<file path="src/rtl/assert_macros.svh">
// Assertion macros used by the ray/sphere intersection top level.
`ifndef ASSERT_MACROS_SVH
`define ASSERT_MACROS_SVH

// Same-cycle implication, clocked on clk, off while rst_n is low.
`define ASSERT_IMP(lbl, ante, cons) \
    lbl: assert property (@(posedge clk) disable iff (!rst_n) (ante) |-> (cons)) \
        else $error("assertion failed");

// Next-cycle implication, clocked on clk, off while rst_n is low.
`define ASSERT_NXT(lbl, ante, cons) \
    lbl: assert property (@(posedge clk) disable iff (!rst_n) (ante) |=> (cons)) \
        else $error("assertion failed");

`endif

</file>
<file path="src/rtl/rsi_sqrt.sv">
// Pipelined floor square root, one result bit per stage, with sideband.
module rsi_sqrt #(
    parameter int IN_W   = 64,
    parameter int OUT_W  = 32,
    parameter int SIDE_W = 1
) (
    input  logic              clk,
    input  logic              rst_n,
    input  logic              adv,
    input  logic              in_valid,
    input  logic [IN_W-1:0]   radicand,
    input  logic [SIDE_W-1:0] side_in,
    output logic              out_valid,
    output logic [OUT_W-1:0]  root,
    output logic [SIDE_W-1:0] side_out
);

    localparam int RW = IN_W + 2;

    logic              valid_reg [OUT_W];
    logic [IN_W-1:0]   rem_reg   [OUT_W];
    logic [OUT_W-1:0]  root_reg  [OUT_W];
    logic [SIDE_W-1:0] side_reg  [OUT_W];

    for (genvar j = 0; j < OUT_W; j++) begin : g_stage
        localparam int B = OUT_W - 1 - j;

        logic              v_in;
        logic [IN_W-1:0]   rem_in;
        logic [IN_W-1:0]   rem_next;
        logic [OUT_W-1:0]  root_in;
        logic [OUT_W-1:0]  root_next;
        logic [SIDE_W-1:0] s_in;
        logic [RW-1:0]     trial;

        if (j == 0) begin : g_first
            assign v_in    = in_valid;
            assign rem_in  = radicand;
            assign root_in = '0;
            assign s_in    = side_in;
        end
        else begin : g_rest
            assign v_in    = valid_reg[j-1];
            assign rem_in  = rem_reg[j-1];
            assign root_in = root_reg[j-1];
            assign s_in    = side_reg[j-1];
        end

        // remainder holds radicand - root^2; trial is (2*root + 2^B) * 2^B
        always_comb
        begin
            trial = (RW'(root_in) << (B + 1)) + (RW'(1) << (2 * B));
            if (RW'(rem_in) >= trial)
            begin
                rem_next  = rem_in - trial[IN_W-1:0];
                root_next = root_in | (OUT_W'(1) << B);
            end
            else
            begin
                rem_next  = rem_in;
                root_next = root_in;
            end
        end

        always_ff @(posedge clk or negedge rst_n)
        begin
            if (!rst_n)
                valid_reg[j] <= 1'b0;
            else if (adv)
                valid_reg[j] <= v_in;
        end

        always_ff @(posedge clk)
        begin
            if (adv)
            begin
                rem_reg[j]  <= rem_next;
                root_reg[j] <= root_next;
                side_reg[j] <= s_in;
            end
        end
    end

    assign out_valid = valid_reg[OUT_W-1];
    assign root      = root_reg[OUT_W-1];
    assign side_out  = side_reg[OUT_W-1];

endmodule

</file>
<file path="config.mk">
export PLATFORM = sky130hd
export DESIGN_NAME = rsi_sqrt
export DESIGN_NICKNAME = d
export VERILOG_FILES = /design/src/rtl/assert_macros.svh /design/src/rtl/rsi_sqrt.sv
export SDC_FILE = /design/constraint.sdc
export NUM_CORES = 2
export LEC_CHECK = 0
export BUFFER_PORTS_ARGS = -buffer_cell sky130_fd_sc_hd__buf_2
export CORE_ASPECT_RATIO = 1.5
export CORE_MARGIN = 2
export CORE_UTILIZATION = 58
export CTS_CLUSTER_DIAMETER = 60
export DETAILED_ROUTE_END_ITERATION = 7
export GPL_TIMING_DRIVEN = 0
export PLACE_DENSITY = 0.78
export SETUP_SLACK_MARGIN = 0.3
export SLEW_MARGIN = 0
export SYNTH_ARGS = -nofsm -noshare
export SYNTH_HDL_FRONTEND = slang
export SYNTH_SLANG_ARGS = --single-unit
export TNS_END_PERCENT = 10
</file>
<file path="constraint.sdc">
create_clock -name clk -period 3.5 [get_ports clk]
set_clock_uncertainty 0.1 [all_clocks]
set_input_delay 0.525 -clock clk [delete_from_list [all_inputs] [get_ports clk]]
set_output_delay 0.525 -clock clk [all_outputs]
set_load 0.02 [all_outputs]
</file>
Word-level counts from Yosys, hierarchy flattened
Memory sizes are Yosys's and may differ from the RTL's.
Index checks and enable logic that the tools add are counted.
{ "totals": {"reg_bits": 32, "ram_bits": 3104, "n_memories": 3} }
{ "memory_table": {"columns": ["memory", "words", "word_bits", "rd", "rd_clocked_by_memory_dff", "write_ports", "line_no", "source"], "rows": [
  ["rem_reg", 32, 64, 31, 0, 32, "rsi_sqrt.sv:21", "logic [IN_W-1:0] rem_reg [OUT_W];"],
  ["root_reg", 32, 32, 32, 0, 32, "rsi_sqrt.sv:22", "logic [OUT_W-1:0] root_reg [OUT_W];"],
  ["side_reg", 32, 1, 32, 0, 32, "rsi_sqrt.sv:23", "logic [SIDE_W-1:0] side_reg [OUT_W];"]
]} }
{ "op_classes": {"addsub": 63, "n_lt_le_gt_ge": 32, "mux": 66} }
{ "op_table": {"columns": ["op", "count"], "rows": [
  ["two-way mux 64 bit", 32],
  ["adder 63 x 61 -> 64 bit, second input constant", 1],
  ["greater-or-equal comparator 64 x 34 -> 1 bit", 1],
  ["greater-or-equal comparator 64 x 35 -> 1 bit", 1],
  ["greater-or-equal comparator 64 x 36 -> 1 bit", 1],
  ["greater-or-equal comparator 64 x 37 -> 1 bit", 1],
  ["greater-or-equal comparator 64 x 38 -> 1 bit", 1],
  ["greater-or-equal comparator 64 x 39 -> 1 bit", 1],
  ["greater-or-equal comparator 64 x 40 -> 1 bit", 1],
  ["greater-or-equal comparator 64 x 41 -> 1 bit", 1],
  ["greater-or-equal comparator 64 x 42 -> 1 bit", 1],
  ["greater-or-equal comparator 64 x 43 -> 1 bit", 1],
  ["greater-or-equal comparator 64 x 44 -> 1 bit", 1],
  ["greater-or-equal comparator 64 x 45 -> 1 bit", 1],
  ["greater-or-equal comparator 64 x 46 -> 1 bit", 1],
  ["greater-or-equal comparator 64 x 47 -> 1 bit", 1],
  ["greater-or-equal comparator 64 x 48 -> 1 bit", 1],
  ["greater-or-equal comparator 64 x 49 -> 1 bit", 1],
  ["greater-or-equal comparator 64 x 50 -> 1 bit", 1],
  ["greater-or-equal comparator 64 x 51 -> 1 bit", 1],
  ["greater-or-equal comparator 64 x 52 -> 1 bit", 1],
  ["greater-or-equal comparator 64 x 53 -> 1 bit", 1],
  ["greater-or-equal comparator 64 x 54 -> 1 bit", 1],
  ["greater-or-equal comparator 64 x 55 -> 1 bit", 1],
  ["other kinds (104)", 106]
]} }

Depth between registers and ports, before layout
An unclocked memory read counts as a cell.
{ "depth": {"ltp_word": 4, "mapped_depth": 15} }

Worst setup path before layout
Ideal clock, no wire load.
{ "synth_path": {"kind": "register to register", "from": "memory rem_reg[24][21], in the netlist rem_reg[3][21]", "to": "memory rem_reg[25][53], in the netlist rem_reg[3][117] (data pin)", "setup_time_ns": 0.262, "t_arrival_ns": 3.200, "required_time_ns": 3.138, "path_slack_ns": -0.062, "stages_incl_launch_ff": 14, "path_buffers": 2, "period_less_slack_ns": 3.562, "path_cell_list": "edfxtp_1 > ha_1 > clkbuf_2 > and3_1 > a221oi_1 > o211a_1 > o21ai_1 > a311oi_2 > o221ai_1 > or3_1 > or4_1 > buf_2 > nor3b_2 > xor2_1"} }
{ "synth_rtl": {"columns": ["item", "line_no"], "rows": [
  ["start: declaration", "rsi_sqrt.sv:21"]
]} }

==> out/qor.yml <==
outcome:
  status: "complete, but fails checks"
  violations: "max-capacitance violations, negative setup slack"
setup_path:
  crit_path_start_kind: "flip-flop"
  crit_fanout: 7
  cp-end-kind: "flip-flop"
  crit_type: "flip-flop to flip-flop"
  crit_required_ns: 4.06
  r2r_slack_ns: -0.71
  cp.arrival_ns: 4.76
layout:
  fillerInstances: 14255
  largest_register_ffs: 1984
  drive_above_1_share_pct: 15.5
  syn_to_final_growth_pct: 17.0
  nets: 10940
  finalInstanceArea_um2: 143000
sta:
  setup_tns_ns: -115.16
  clock.fmax_mhz: 238
  fin_crit_ns: 4.21
  slew_headroom_pct: 2.63
  worst-slew-pin-transition_ns: 1.42
  rsz0062_at_grt: "true"
  holdWs_ns: 0.0874
  final-hold-violation-count: 0
  drv_slew: 0
  setup_ws_ns: -0.706
  fin_crit_sh_pct: 120
  setup_viol: 578
clock_network:
  clk_latency_ns: 0.91
  ctsRootBufferMaster: "clkbuf_16"
  htreeDepth: 4
  cts_tree: "built"
  cts_buffers: 240
  cts_buffer_depth: 4
  cts_sinks: 2576
  path_clk_slew_ns: 0.06
floorplan:
  core_area_um2: 210000
  dieArea_um2: 215000
  die_y_um: 566
  ios: 103
  die_x_um: 379
  start_util_pct: 58.3
  rows: 206
logic_synthesis:
  synth_area_leaders: "edfxtp_1, ha_1, xnor2_1"
  yosys_warnings: 0
  synth_enable_flop_cells: 2544
  netlist_instances: 9613
  synth.yosys.seq_area_share_pct: 63.1
  synth_top_area_share_pct: 62.5
  syn_area_um2: 122000
  synth_area_leader_cell: "edfxtp_1"
  synthArstFlopShare_pct: 1.24
  ys_types: 96
  ys_dominant_reg_cell: "edfxtp_1"
  syn-mean-instance-area_um2: 12.7
  synth_nets: 10240
  ys_seq_elements: 2576
route:
  drt_first_pass_iters: 8
  drt-initial-drc-count: 6066
  num_vias: 81297
  vias_per_cell: 6.10
  drc_errors: 0
  postRouteAntennaNets: 0
  post_drt_wl_per_cell_um: 25.7
  finalWirelength_mm: 343
pwr:
  pwr-share-comb_pct: 24.4
  total_power_mw: 91.6
  vdd_ir_drop_max_v: 0.000538
  p_int_mw: 63.4
  pwr-share-clk_pct: 29.3
  powerDensity_nw_per_um2: 640
  switching_share_pct: 30.8
  pwr-share-seq_pct: 46.3
  switchingPower_mw: 28.2
  p_leak_nw: 53.8
placed_design:
  hpwl_mm: 252
  gp_congestion: 1.09
  placed_cell_area_um2: 127000
  place.port_buffers: 102
global_route:
  grt_pass1_wl_mm: 497
  grt_overflow: 0
  grt.total_usage_pct: 31.3
  grt_max_degree: 195
  antenna_found_initial: 5
  grt_pass1_vias: 83806
job:
  drv_cap: 1
hold_path:
  min_path_type: "primary input to flip-flop"
[worst paths after layout]
| path | startpoint | end | cells past startpoint |
|---|---|---|---|
| worst min register to register | root_reg[2][235] | root_reg[3][11] | 0 |
| worst min-delay path | adv | g_stage[23].v_in | 3 |
| worst max-delay path | rem_reg[3][32] | rem_reg[3][117] | 14 |
| max in group asynchronous | rst_n | g_stage[24].v_in | 2 |
| min in group asynchronous | rst_n | out_valid | 2 |
| worst max register to register | rem_reg[3][32] | rem_reg[3][117] | 14 |
[metrics by stage]
| step | utilization [%] | worst slack, ns | cells |
|---|---|---|---|
| after floorplan | - | -0.0413 | 9613 |
| after global placement | 60.4 | -36.55 | 12523 |
| after detailed placement | 60.6 | -2.26 | 12543 |
| after CTS | 66.5 | -0.742 | 13151 |
| after global routing | 68.2 | -0.783 | 13330 |
| final | 68.2 | -0.706 | 13331 |
[synth_stat cells, types with 151 or more instances]
cell type and instances:
o21ai_0 421, nor3_1 256, xor2_1 423, xnor2_1 462, ha_1 558, a21o_1 239
a21oi_1 606, clkbuf_1 151, nor2_1 605, edfxtp_1 2544, nand4_1 158, nor4_1 347
nand2_1 603, inv_1 693
[critical path, stage by stage (launching register included)]
cell      delay [ns]
edfxtp_1        0.46
ha_4            0.30
buf_6           0.09
nand4_1         0.25
nor4_4          0.23
buf_6           0.18
nand4_1         0.16
or4_4           0.58
nand3_4         0.12
nor3b_4         0.05
or3_4           0.36
or4_4           0.44
buf_12          0.17
nor3b_4         0.21
xor2_2          0.23
[placed cells by master (no fill, tap or decap), types with 33 or more instances in the layout]
cell type         n
o21ai_0         375
clkbuf_16       255
clkinv_2         48
and3_1           36
clkbuf_1         93
o21bai_1         42
buf_6            42
nand2_1         583
nor2b_1          66
a31oi_1          41
buf_2           114
nor4_4           33
xor2_1          418
a21oi_1         560
buf_4           227
nor4_1          308
nand3_1         110
nand2b_1        113
o21a_1           94
clkinv_1         39
nor3_1          221
or2_2            42
dlygate4sd3_1    68
edfxtp_1       2544
nor2_1          574
ha_1            476
or4_1            45
ha_4             60
xnor2_1         451
nand4_1         158
inv_1           680
mux2_2          110
a21oi_2          35
or3_1            86
a21o_1          239
[power groups by stage]
stage | Sequential [mW] | Clock, mW | Combinational (mW)
detailed placement | 42.8 | 0 | 19.3
finish | 42.4 | 26.8 | 22.3
CTS | 42.2 | 27.1 | 20.6
global placement | 44.2 | 0 | 17.4
floorplan | 41.4 | 0 | 13.6
global route | 42.7 | 28.2 | 24.1
[timing repair]
action / CTS / global route
pin swaps: 112 / 155
gates resized for setup: 578 / 543
setup buffers: 94 / 160
endpoints found under the setup margin: 949 / 966
gates cloned: 9 / 3
endpoints found under the hold margin: 139 / 0
hold buffers: 69 / 0
[routing by layer]
metal,GRT usage (%),vias up,wire [um]
met3,4.19,1389,12600
met1,24.2,39581,93900
met4,30.5,2,40600
li1,-,37418,-
met5,0,-,13
met2,62.7,2907,196000
[cells by family (layout without fill, tap and decap cells)]
| kind of cell | after synthesis | after routing | share of synthesized area (%) |
|---|---|---|---|
| AND/OR/NAND/NOR | 2768 | 2768 | 11.7 |
| flip-flops | 2576 | 2576 | 63.1 |
| AO/OA/AOI/OAI | 1803 | 1803 | 9.13 |
| buffers and inverters | 898 | 1792 | 2.81 |
| XOR/XNOR | 885 | 885 | 6.34 |
| adder cells (fa/ha/maj) | 558 | 558 | 5.71 |
| multiplexers | 125 | 125 | 1.16 |
| other | 0 | 16 | 0 |
[final cells by class]
cell class                      count  area (um2)  area share [%]
Timing Repair Buffer              458        4070            2.84
Buffer                            202        1660            1.16
Multi-Input combinational cell   6139       46000            32.1
Antenna cell                       16        40.0          0.0280
Clock buffer                      275        6230            4.35
Tap cell                         2808        3510            2.45
Sequential cell                  2576       77200            53.9
Clock inverter                    161        1780            1.24
Inverter                          696        2660            1.86
No activity file was read; power rests on OpenSTA's default activity.
